### src/rtl/iee_pkg.sv
package iee_pkg;

  localparam int STACK_DEPTH_DEF = 16;

  localparam logic [2:0] OP_ADD    = 3'd0;
  localparam logic [2:0] OP_SUB    = 3'd1;
  localparam logic [2:0] OP_MUL    = 3'd2;
  localparam logic [2:0] OP_DIV    = 3'd3;
  localparam logic [2:0] OP_LPAREN = 3'd4;

  localparam logic [1:0] ST_OK        = 2'd0;
  localparam logic [1:0] ST_DIVZERO   = 2'd1;
  localparam logic [1:0] ST_OVERFLOW  = 2'd2;
  localparam logic [1:0] ST_MALFORMED = 2'd3;

  localparam logic [7:0] CH_PLUS   = 8'h2b;
  localparam logic [7:0] CH_MINUS  = 8'h2d;
  localparam logic [7:0] CH_STAR   = 8'h2a;
  localparam logic [7:0] CH_SLASH  = 8'h2f;
  localparam logic [7:0] CH_LPAREN = 8'h28;
  localparam logic [7:0] CH_RPAREN = 8'h29;
  localparam logic [7:0] CH_ZERO   = 8'd48;
  localparam logic [7:0] CH_NINE   = 8'd57;

  // commands from controller to datapath
  typedef struct packed {
    logic       digit;      // accumulate digit
    logic       flush;      // push accumulator if in number
    logic       push_op;    // push op_code onto operator stack
    logic [2:0] op_code;
    logic       pop_op;     // drop top operator
    logic       red_start;  // pop top operator and operands, start arithmetic
    logic       clear;      // return to reset state
    logic [1:0] set_err;    // latch error if nonzero and none yet
  } cmd_t;

  typedef struct packed {
    logic [1:0] err;
    logic       opr_empty;
    logic [2:0] opr_top;
    logic       opd_one;
    logic       red_busy;   // reduction in flight
  } sts_t;

  function automatic logic [1:0] prec_of(input logic [2:0] op);
    if (op == OP_MUL || op == OP_DIV) return 2'd2;
    if (op == OP_ADD || op == OP_SUB) return 2'd1;
    return 2'd0;
  endfunction

endpackage

### src/rtl/iee_divider.sv
module iee_divider (
  input  logic        clk,
  input  logic        rst,
  input  logic        start,
  input  logic [31:0] dividend,
  input  logic [31:0] divisor,
  output logic        busy,
  output logic        done,
  output logic [31:0] quotient
);

  logic [31:0] rem_q;
  logic [31:0] quo_q;
  logic [31:0] dvs;
  logic [5:0]  cnt;
  logic        neg;
  logic [32:0] trial;

  assign trial = {rem_q, quo_q[31]} - {1'b0, dvs};

  always_ff @(posedge clk) begin
    if (rst) begin
      busy <= 1'b0;
      done <= 1'b0;
    end else begin
      done <= 1'b0;
      if (start) begin
        busy <= 1'b1;
        cnt <= 6'd0;
        neg <= dividend[31] ^ divisor[31];
        rem_q <= '0;
        quo_q <= dividend[31] ? (32'd0 - dividend) : dividend;
        dvs <= divisor[31] ? (32'd0 - divisor) : divisor;
      end else if (busy) begin
        // one restoring step per cycle
        if (!trial[32]) begin
          rem_q <= trial[31:0];
          quo_q <= {quo_q[30:0], 1'b1};
        end else begin
          rem_q <= {rem_q[30:0], quo_q[31]};
          quo_q <= {quo_q[30:0], 1'b0};
        end
        cnt <= cnt + 6'd1;
        if (cnt == 6'd31) begin
          busy <= 1'b0;
          done <= 1'b1;
        end
      end
    end
  end

  assign quotient = neg ? (32'd0 - quo_q) : quo_q;

endmodule

### src/rtl/iee_datapath.sv
module iee_datapath #(
  parameter int STACK_DEPTH = iee_pkg::STACK_DEPTH_DEF
) (
  input  logic          clk,
  input  logic          rst,
  input  iee_pkg::cmd_t cmd,
  input  logic [7:0]    char_code,
  output iee_pkg::sts_t sts,
  output logic [31:0]   result
);

  localparam int AW = (STACK_DEPTH > 1) ? $clog2(STACK_DEPTH) : 1;
  localparam int CW = $clog2(STACK_DEPTH + 1);

  logic [31:0] opd_mem [STACK_DEPTH];
  logic [2:0]  opr_mem [STACK_DEPTH];
  logic [CW-1:0] opd_cnt, opr_cnt;
  logic [31:0] acc;
  logic        in_num;
  logic [1:0]  err;
  logic [2:0]  opr_top;
  logic [31:0] rd_data;
  logic [31:0] a_reg, b_reg;
  logic [2:0]  op_reg;
  logic [2:0]  phase;
  logic [31:0] prod;

  localparam logic [2:0] PH_IDLE = 3'd0;
  localparam logic [2:0] PH_RDB  = 3'd1;
  localparam logic [2:0] PH_RDA  = 3'd2;
  localparam logic [2:0] PH_EXEC = 3'd3;
  localparam logic [2:0] PH_DIV  = 3'd4;
  localparam logic [2:0] PH_PUSH = 3'd5;

  logic        div_start, div_busy, div_done;
  logic [31:0] div_q;
  logic [31:0] res_reg;
  logic        full_opd, full_opr;
  logic [AW-1:0] rd_addr;
  logic        rd_en;

  iee_divider u_div (
    .clk(clk), .rst(rst), .start(div_start), .dividend(a_reg), .divisor(b_reg),
    .busy(div_busy), .done(div_done), .quotient(div_q)
  );

  assign full_opd = (opd_cnt == CW'(STACK_DEPTH));
  assign full_opr = (opr_cnt == CW'(STACK_DEPTH));
  assign div_start = (phase == PH_EXEC) && (op_reg == iee_pkg::OP_DIV) && (b_reg != 32'd0);

  always_ff @(posedge clk) begin
    if (rd_en) rd_data <= opd_mem[rd_addr];
  end

  always_comb begin
    rd_en = 1'b0;
    rd_addr = '0;
    if (cmd.red_start && opd_cnt >= CW'(2)) begin
      rd_en = 1'b1;
      rd_addr = AW'(opd_cnt - CW'(1));
    end else if (phase == PH_RDB) begin
      rd_en = 1'b1;
      rd_addr = AW'(opd_cnt);
    end else if (opd_cnt != '0) begin
      rd_en = 1'b1;
      rd_addr = '0;
    end
  end

  always_ff @(posedge clk) begin
    if (rst) begin
      opd_cnt <= '0;
      opr_cnt <= '0;
      acc <= '0;
      in_num <= 1'b0;
      err <= iee_pkg::ST_OK;
      phase <= PH_IDLE;
    end else if (cmd.clear) begin
      opd_cnt <= '0;
      opr_cnt <= '0;
      acc <= '0;
      in_num <= 1'b0;
      err <= iee_pkg::ST_OK;
      phase <= PH_IDLE;
    end else begin
      if (cmd.set_err != iee_pkg::ST_OK && err == iee_pkg::ST_OK) err <= cmd.set_err;
      if (cmd.digit) begin
        acc <= (acc << 3) + (acc << 1) + {24'd0, char_code - iee_pkg::CH_ZERO};
        in_num <= 1'b1;
      end
      if (cmd.flush && in_num) begin
        if (full_opd) begin
          if (err == iee_pkg::ST_OK) err <= iee_pkg::ST_OVERFLOW;
        end else begin
          opd_mem[AW'(opd_cnt)] <= acc;
          opd_cnt <= opd_cnt + CW'(1);
        end
        acc <= '0;
        in_num <= 1'b0;
      end
      if (cmd.push_op) begin
        if (full_opr) begin
          if (err == iee_pkg::ST_OK) err <= iee_pkg::ST_OVERFLOW;
        end else begin
          opr_mem[AW'(opr_cnt)] <= cmd.op_code;
          opr_cnt <= opr_cnt + CW'(1);
        end
      end
      if (cmd.pop_op) opr_cnt <= opr_cnt - CW'(1);
      if (cmd.red_start) begin
        op_reg <= opr_top;
        opr_cnt <= opr_cnt - CW'(1);
        if (opd_cnt < CW'(2)) begin
          if (err == iee_pkg::ST_OK) err <= iee_pkg::ST_MALFORMED;
        end else begin
          opd_cnt <= opd_cnt - CW'(2);
          phase <= PH_RDB;
        end
      end
      case (phase)
        PH_RDB: begin
          b_reg <= rd_data;
          phase <= PH_RDA;
        end
        PH_RDA: begin
          a_reg <= rd_data;
          phase <= PH_EXEC;
        end
        PH_EXEC: begin
          case (op_reg)
            iee_pkg::OP_ADD: begin res_reg <= a_reg + b_reg; phase <= PH_PUSH; end
            iee_pkg::OP_SUB: begin res_reg <= a_reg - b_reg; phase <= PH_PUSH; end
            iee_pkg::OP_MUL: begin res_reg <= prod; phase <= PH_PUSH; end
            iee_pkg::OP_DIV: begin
              if (b_reg == 32'd0) begin
                if (err == iee_pkg::ST_OK) err <= iee_pkg::ST_DIVZERO;
                phase <= PH_IDLE;
              end else begin
                phase <= PH_DIV;
              end
            end
            default: begin
              if (err == iee_pkg::ST_OK) err <= iee_pkg::ST_MALFORMED;
              phase <= PH_IDLE;
            end
          endcase
        end
        PH_DIV: begin
          if (div_done) begin
            res_reg <= div_q;
            phase <= PH_PUSH;
          end
        end
        PH_PUSH: begin
          // two operands were popped, so there is always room
          opd_mem[AW'(opd_cnt)] <= res_reg;
          opd_cnt <= opd_cnt + CW'(1);
          phase <= PH_IDLE;
        end
        default: ;
      endcase
    end
  end

  assign prod = a_reg * b_reg;
  assign opr_top = opr_mem[AW'(opr_cnt - CW'(1))];
  assign result = rd_data;

  always_comb begin
    sts.err = err;
    sts.opr_empty = (opr_cnt == '0);
    sts.opr_top = opr_top;
    sts.opd_one = (opd_cnt == CW'(1));
    sts.red_busy = (phase != PH_IDLE) || div_busy;
  end

endmodule

### src/rtl/iee_controller.sv
module iee_controller (
  input  logic          clk,
  input  logic          rst,
  input  logic          in_valid,
  output logic          in_stall,
  input  logic [7:0]    char_code,
  input  logic          is_end,
  input  iee_pkg::sts_t sts,
  output iee_pkg::cmd_t cmd,
  input  logic [31:0]   result,
  output logic          out_valid,
  input  logic          out_stall,
  output logic [31:0]   value,
  output logic [1:0]    status
);

  localparam logic [2:0] S_IDLE  = 3'd0;
  localparam logic [2:0] S_FLUSH = 3'd1;
  localparam logic [2:0] S_OPER  = 3'd2;
  localparam logic [2:0] S_RPAR  = 3'd3;
  localparam logic [2:0] S_END   = 3'd4;
  localparam logic [2:0] S_WAIT  = 3'd5;
  localparam logic [2:0] S_FIN   = 3'd6;

  logic [2:0] state, state_next;
  logic [2:0] cur_op, cur_op_next;
  logic [2:0] ret, ret_next;
  logic       take;
  logic       is_digit;
  logic [2:0] ch_op;
  logic       ch_known, ch_rpar;
  logic       fin_go;

  assign in_stall = (state != S_IDLE);
  assign take = in_valid && !in_stall;
  assign is_digit = (char_code >= iee_pkg::CH_ZERO) && (char_code <= iee_pkg::CH_NINE);
  // output register free or being emptied this cycle
  assign fin_go = !out_valid || !out_stall;

  always_comb begin
    ch_known = 1'b1;
    ch_rpar = 1'b0;
    ch_op = iee_pkg::OP_ADD;
    case (char_code)
      iee_pkg::CH_PLUS:   ch_op = iee_pkg::OP_ADD;
      iee_pkg::CH_MINUS:  ch_op = iee_pkg::OP_SUB;
      iee_pkg::CH_STAR:   ch_op = iee_pkg::OP_MUL;
      iee_pkg::CH_SLASH:  ch_op = iee_pkg::OP_DIV;
      iee_pkg::CH_LPAREN: ch_op = iee_pkg::OP_LPAREN;
      iee_pkg::CH_RPAREN: ch_rpar = 1'b1;
      default: ch_known = 1'b0;
    endcase
  end

  always_comb begin
    cmd = '0;
    state_next = state;
    cur_op_next = cur_op;
    ret_next = ret;
    case (state)
      S_IDLE: begin
        if (take) begin
          if (is_end) begin
            if (sts.err == iee_pkg::ST_OK) cmd.flush = 1'b1;
            state_next = S_END;
          end else if (sts.err != iee_pkg::ST_OK) begin
            state_next = S_IDLE;
          end else if (is_digit) begin
            cmd.digit = 1'b1;
          end else if (!ch_known) begin
            cmd.set_err = iee_pkg::ST_MALFORMED;
          end else begin
            cmd.flush = 1'b1;
            cur_op_next = ch_op;
            state_next = ch_rpar ? S_RPAR : S_OPER;
          end
        end
      end
      S_OPER: begin
        if (sts.err != iee_pkg::ST_OK) begin
          state_next = S_IDLE;
        end else if (cur_op == iee_pkg::OP_LPAREN) begin
          cmd.push_op = 1'b1;
          cmd.op_code = cur_op;
          state_next = S_IDLE;
        end else if (!sts.opr_empty && sts.opr_top != iee_pkg::OP_LPAREN &&
                     iee_pkg::prec_of(sts.opr_top) >= iee_pkg::prec_of(cur_op)) begin
          cmd.red_start = 1'b1;
          ret_next = S_OPER;
          state_next = S_WAIT;
        end else begin
          cmd.push_op = 1'b1;
          cmd.op_code = cur_op;
          state_next = S_IDLE;
        end
      end
      S_RPAR: begin
        if (sts.err != iee_pkg::ST_OK) begin
          state_next = S_IDLE;
        end else if (sts.opr_empty) begin
          cmd.set_err = iee_pkg::ST_MALFORMED;
          state_next = S_IDLE;
        end else if (sts.opr_top == iee_pkg::OP_LPAREN) begin
          cmd.pop_op = 1'b1;
          state_next = S_IDLE;
        end else begin
          cmd.red_start = 1'b1;
          ret_next = S_RPAR;
          state_next = S_WAIT;
        end
      end
      S_END: begin
        if (sts.err != iee_pkg::ST_OK) begin
          state_next = S_FIN;
        end else if (sts.opr_empty) begin
          if (!sts.opd_one) cmd.set_err = iee_pkg::ST_MALFORMED;
          state_next = S_FIN;
        end else if (sts.opr_top == iee_pkg::OP_LPAREN) begin
          cmd.set_err = iee_pkg::ST_MALFORMED;
          state_next = S_FIN;
        end else begin
          cmd.red_start = 1'b1;
          ret_next = S_END;
          state_next = S_WAIT;
        end
      end
      S_WAIT: begin
        // wait until the reduction phase register is back to idle and the divider is free
        if (!sts.red_busy) state_next = ret;
      end
      S_FIN: begin
        // bottom operand read registered by now
        if (fin_go) begin
          cmd.clear = 1'b1;
          state_next = S_IDLE;
        end
      end
      default: state_next = S_IDLE;
    endcase
  end

  always_ff @(posedge clk) begin
    if (rst) begin
      state <= S_IDLE;
      out_valid <= 1'b0;
    end else begin
      state <= state_next;
      cur_op <= cur_op_next;
      ret <= ret_next;
      if (state == S_FIN && fin_go) begin
        out_valid <= 1'b1;
        status <= sts.err;
        value <= (sts.err == iee_pkg::ST_OK) ? result : 32'd0;
      end else if (out_valid && !out_stall) begin
        out_valid <= 1'b0;
      end
    end
  end

endmodule

### src/rtl/infix_expression_evaluator_core.sv
// Evaluates an integer infix expression fed one ASCII character per
// transaction; an is_end transaction closes the expression and yields one
// result transaction with value and status, after which the block is ready
// for a new expression. A digit never stalls input; each reduction that an
// operator or parenthesis triggers reads both operands in turn from the
// single-port operand stack, and / also waits on the one-bit-per-cycle
// divider. Characters of the next expression are taken while a result
// waits; after its end marker, input stalls until the previous result is taken.
module infix_expression_evaluator_core #(
  parameter int STACK_DEPTH = iee_pkg::STACK_DEPTH_DEF
) (
  input  logic               clk,
  input  logic               rst,
  input  logic               in_valid,
  output logic               in_stall,
  input  logic [7:0]         char_code,
  input  logic               is_end,
  output logic               out_valid,
  input  logic               out_stall,
  output logic signed [31:0] value,
  output logic [1:0]         status
);

  iee_pkg::cmd_t cmd;
  iee_pkg::sts_t sts;
  logic [31:0]   result;
  logic [31:0]   value_u;

  iee_controller u_ctrl (
    .clk(clk), .rst(rst), .in_valid(in_valid), .in_stall(in_stall),
    .char_code(char_code), .is_end(is_end), .sts(sts), .cmd(cmd),
    .result(result), .out_valid(out_valid), .out_stall(out_stall),
    .value(value_u), .status(status)
  );

  iee_datapath #(.STACK_DEPTH(STACK_DEPTH)) u_dp (
    .clk(clk), .rst(rst), .cmd(cmd), .char_code(char_code), .sts(sts),
    .result(result)
  );

  assign value = signed'(value_u);

endmodule

### config.mk
export PLATFORM = sky130hd
export DESIGN_NAME = infix_expression_evaluator_core
export DESIGN_NICKNAME = d
export VERILOG_FILES = /design/src/rtl/iee_pkg.sv /design/src/rtl/iee_divider.sv /design/src/rtl/iee_datapath.sv /design/src/rtl/iee_controller.sv /design/src/rtl/infix_expression_evaluator_core.sv
export SDC_FILE = /design/constraint.sdc
export NUM_CORES = 2
export LEC_CHECK = 0
export BUFFER_PORTS_ARGS = -buffer_cell sky130_fd_sc_hd__buf_2
export CAP_MARGIN = 20
export CORE_UTILIZATION = 60
export CTS_BUF_LIST = sky130_fd_sc_hd__clkbuf_2
export DETAILED_ROUTE_END_ITERATION = 10
export GPL_TIMING_DRIVEN = 0
export HOLD_SLACK_MARGIN = 0.12
export PLACE_DENSITY = 0.75
export SLEW_MARGIN = 15
export SYNTH_ARGS = -nofsm -noshare
export SYNTH_HDL_FRONTEND = slang
export SYNTH_SLANG_ARGS = --single-unit
### constraint.sdc
create_clock -name clk -period 22.5 [get_ports clk]
set_input_delay 0 -clock clk [delete_from_list [all_inputs] [get_ports clk]]
set_output_delay 0 -clock clk [all_outputs]
set_load 0.05 [all_outputs]
# Yosys cells after proc, flatten, opt, wreduce, memory -nomap -nowiden
# Memories as Yosys holds them, arrays and structs flattened. A register that Yosys moved wholly into a read port is not among the register bits.
# Cells that the tools add are included.
# op_classes
n_mux,171
eq_ne,49
n_bitwise,8
n_lt_le_gt_ge,5
add_sub_neg,15
mul,1
reduce_logical,55
# op_table
op,n
32-bit 2-to-1 mux,8
32-bit case mux with 3 select lines,1
1-bit by 32-bit subtractor with 32-bit output (first input constant),3
2-bit 2-to-1 mux,47
3-bit 2-to-1 mux,28
32-bit adder,2
32-bit case mux with 2 select lines,1
1-bit 2-to-1 mux,61
8-bit by 6-bit == test with 1-bit output (second input constant),6
5-bit 2-to-1 mux,9
33-bit by 32-bit subtractor with 33-bit output,1
32-bit by 8-bit adder with 32-bit output,1
32-bit logical NOT,1
32-bit by 32-bit multiplier with 32-bit output,1
32-bit nonzero test,1
32-bit subtractor,1
31-bit 2-to-1 mux,1
3-bit by 2-bit == test with 1-bit output (second input constant),10
4-bit 2-to-1 mux,6
3-bit == test (second input constant),7
2-bit != test (second input constant),10
3-bit case mux with 6 select lines,1
3-bit case mux with 5 select lines,1
3-bit by 1-bit == test with 1-bit output (second input constant),4
46 further kinds,92
# word_totals
mem_count,2
reg_bits,296
ramBits,560
out_inout_bits,36
inputBits,13
# memory_table
memory,depth,width,rd,rd_ports_with_merged_regs,write_ports,line_no,rtl
u_dp.opd_mem,16,32,1,1,1,iee_datapath.sv:15,logic [31:0] opd_mem [STACK_DEPTH];
u_dp.opr_mem,16,3,1,0,1,iee_datapath.sv:16,logic [2:0] opr_mem [STACK_DEPTH];

# Longest topological paths before layout
# An unclocked memory read counts as a cell.
# logic_depth
depth_word,31
mapped_depth,30
depth_no_buf,28

# By module
# Synthesis repeated with hierarchy kept, for this count alone.
# hier_totals
cells_unflattened,5392
area_unflattened_um2,59095.4
# by_module_without_submodules
mod,n_inst,cells_each,area_per_inst_um2,seq_area_each_um2
iee_datapath,1,4356,49022.0,21710.8
iee_divider,1,865,8001.4,3133.0
iee_controller,1,171,2072.0,1281.2

# Worst setup path before layout
# OpenSTA, ideal clock, no wires.
# synth_path
path_kind,register -> register
from,register u_dp.b_reg[6]
to,"register u_dp.res_reg[30], data pin"
synth_period_minus_slack_ns,7.128
required_time_ns,22.230
arrival_time_ns,6.858
setup_ns,0.270
path_buffers,2
setup_slack_ns,15.372
stages_incl_launch_ff,25
cell_sequence,edfxtp_1 -> clkbuf_1 -> clkbuf_1 -> and2_1 -> fa_1 -> fa_1 -> fa_1 -> inv_1 -> fa_1 -> inv_1 -> fa_1 -> fa_1 -> fa_1 -> fa_1 -> ha_1 -> a21o_1 -> a21o_1 -> a221o_1 -> a21oi_1 -> nand2_1 -> a21oi_1 -> o21ai_0 -> xor2_1 -> o22ai_1 -> a21oi_1
# synth_between
elab_chain_len,3
elab_cells_between_ends,5
cone_classes,add/sub (2); mul (1); mux (2)
# synth_rtl
item,line_no,rtl
from (decl),iee_datapath.sv:23,"logic [31:0] a_reg, b_reg;"
from (signal assigned),iee_datapath.sv:122,b_reg <= rd_data;
"32-bit by 32-bit multiplier with 32-bit output, or another cell as far along",iee_datapath.sv:165,assign prod = a_reg * b_reg;
32-bit case mux with 3 select lines (*),iee_datapath.sv:130,case (op_reg)
32-bit case mux with 2 select lines (*),iee_datapath.sv:120,case (phase)
to (signal assigned),iee_datapath.sv:150,res_reg <= div_q;
to (decl),iee_datapath.sv:37,logic [31:0] res_reg;
# Every way passes the cells marked *; elsewhere a longest branch is shown, timed or not.
# A chain may end at the register's enable or synchronous reset.

# Final worst setup path
# layout_path
from,register u_dp.b_reg[6]
to,"register u_dp.res_reg[31], data pin"
# The elaborated chain is that of the path after synthesis.

==> metrics <==
status finished clean; Post-Synthesis Cells 5254; WS Path Type flop to flop; Area after DPL 61000 um^2; vias in the first global route 42.7k; Syn Nets 5944; worst-skew pair later-pin latency 1.58 ns; clock-pin slew on the worst setup and hold paths 0.12 ns; TNS Setup 0 ns; cell with the most instances after synthesis edfxtp_1; max cap viols 0; Yosys reg bits 888; Top reg by flops u_dp.opd_mem; via count 43.1k; Final Hold Viols 0; Layout Skew 0.181 ns; # DRC 0; slowest cell delay on critical path 0.67 ns; Distinct cells, synth 88; fin nets 6303; Die Height 314 um; Finished Layout Cells 7072; Inst Count DP 6625; Synth async-reset ratio 0%; Design Area, Final 63600 um^2; Tmin final 9.22 ns; Syn Std Cell Area 58300 um^2; Worst IR Drop VDD 0.0560 mV; Worst setup SP type flop; R2R Path Start u_dp.b_reg[6]; via-per-instance ratio 6.10; fill count 7331; prevailing post-synth register cell edfxtp_1; RSZ-0062 raised after global routing no; total CTS buffers 212; full die area 98500 um^2; total power 3.12 mW; DR WL/cell 25.0 um; largest net degree at the start of global routing 33; normalized max-slew margin 18.5%; power per cell area 49.1 nW/um^2; Iter 0 DRT Violations 4584; CP Capture Type flop; CP required 23.70 ns; Port Buffers 48; starting density of the core 60.4%; # H-tree levels 4; Final ANT Viol Nets 0; WL final 177000 um; Tightest Pin Transition 1.22 ns; Largest regs u_dp.opd_mem x512, u_dp.opr_mem x48; DR pass1 iterations 6; number of I/O pins 49; Area growth, synth to finish 8.99%; number of core rows 114; Synth area leader edfxtp_1; sequential area share after synthesis 44.8%; clock sinks 888; Peak Freq 108 MHz; root buf cell clkbuf_2; Synth top area share 42.9%; min-delay worst type input pin to flop; Synth Warn # 0; Post-synth top cells 834 x edfxtp_1, 767 x nand2_1, 474 x inv_1; Clock Path Buffers 3; hold_sp rst; Slew Viols, Final 0; Final HPWL DP 132000 um; layout cells sized above 1 11.2%; CP startpoint u_dp.b_reg[6]; Final setup viols 0; Crit Path Max Fanout 10; first-pass GRT wire length 262000 um; EDFF count, synth 834; Worst path most repeated cell fa_1; All-Layer GR Usage 36.1%; critical path arrival 10.42 ns; gr ovfl total 0; Avg Cell Area, Syn 11.1 um^2; # Post-CTS Setup Buffers 0; leakage power 26.7 nW; core area 96600 um^2; Die X 314 um; most area-consuming cells after synthesis edfxtp_1 43%, fa_1 14%, ha_1 5.6%; initial antenna violation count 12; Largest register FFs 512; CP max stage cell edfxtp_1; Final Cycle Share 41.0%; placer congestion estimate 1.02; CTS tree built
logic make-up (layout without fill, tap and decap cells):
family	Yosys count	after routing	synth area share [%]
multiplexers	134	134	2.69
buffers and inverters	769	1304	5.34
adder cells (fa/ha/maj)	677	677	19.9
other	0	7	0
AND/OR/NAND/NOR	1581	1581	12.8
XOR/XNOR	302	302	4.55
AO/OA/AOI/OAI	903	903	9.98
flip-flops	888	888	44.8
final timing paths:
| path | slack [ns] | cells after the start | to |
|---|---|---|---|
| setup / recovery | 13.28 | 26 | u_dp.res_reg[31] |
| hold reg to reg | 0.45 | 0 | u_dp.b_reg[22] |
| hold / removal | 0.31 | 5 | u_ctrl.state[1] |
| setup reg to reg | 13.28 | 26 | u_dp.res_reg[31] |
critical path: cells and delay by family (launching register included):
family | cells | cell delay [ns]
compound gates | 6 | 1.39
xor+xnor | 1 | 0.23
fa+ha+maj | 9 | 4.36
buf+inv | 6 | 1.37
flops | 1 | 0.67
simple gates | 4 | 0.91
through the flow:
stage | worst slack (ns) | utilization, % | hold slack (ns)
6_report | 13.28 | 65.8 | 0.306
5_1_grt | 13.14 | 65.8 | 0.258
4_1_cts | 13.51 | 65.8 | 0.128
3_5_place_dp | 13.67 | 63.2 | 0.310
3_3_place_gp | 13.61 | 62.3 | 0.308
2_1_floorplan | 15.37 | - | 0.136
what timing repair did:
action / in CTS / in global routing
endpoints found under the hold margin: 1289 / 0
hold buffers: 50 / 0
gates resized for setup: 0 / 0
layout by cell type (no fill, tap or decap), types with 54 or more instances in the layout:
cell type / instances
edfxtp_1: 834
nand3_1: 63
xnor2_1: 167
inv_1: 474
fa_1: 416
o21ai_0: 130
a21oi_1: 354
clkbuf_2: 312
buf_2: 106
and2_1: 368
mux2i_1: 91
clkbuf_1: 204
nand2_1: 767
nor2_1: 169
dfxtp_1: 54
ha_1: 261
xor2_1: 134
area by class of cell:
cell class,count,area (um^2),share of cell area (%)
Clock inverter,78,489,0.769
Clock buffer,312,1560,2.46
Tap cell,1276,1600,2.51
Inverter,474,1780,2.80
Timing Repair Buffer,145,1420,2.23
Buffer,295,1330,2.10
Sequential cell,888,26100,41.1
Antenna cell,7,17.5,0.0275
Multi-Input combinational cell,3597,29300,46.0
routing by layer:
layer / routed length, um / global-route usage, % / vias to the layer above
li1: - / - / 18900
met1: 65200 / 45.1 / 21000
met2: 82500 / 58.0 / 2631
met3: 17300 / 7.47 / 570
met4: 11700 / 21.9 / 4
met5: 25 / 0 / -
power breakdown:
| part | internal (mW) | switching [mW] |
|---|---|---|
| combinational | 0.0798 | 0.126 |
| clock | 0.445 | 0.671 |
| sequential | 1.80 | 0.00535 |
| total | 2.32 | 0.802 |
No activity file was read; power rests on OpenSTA's default activity.
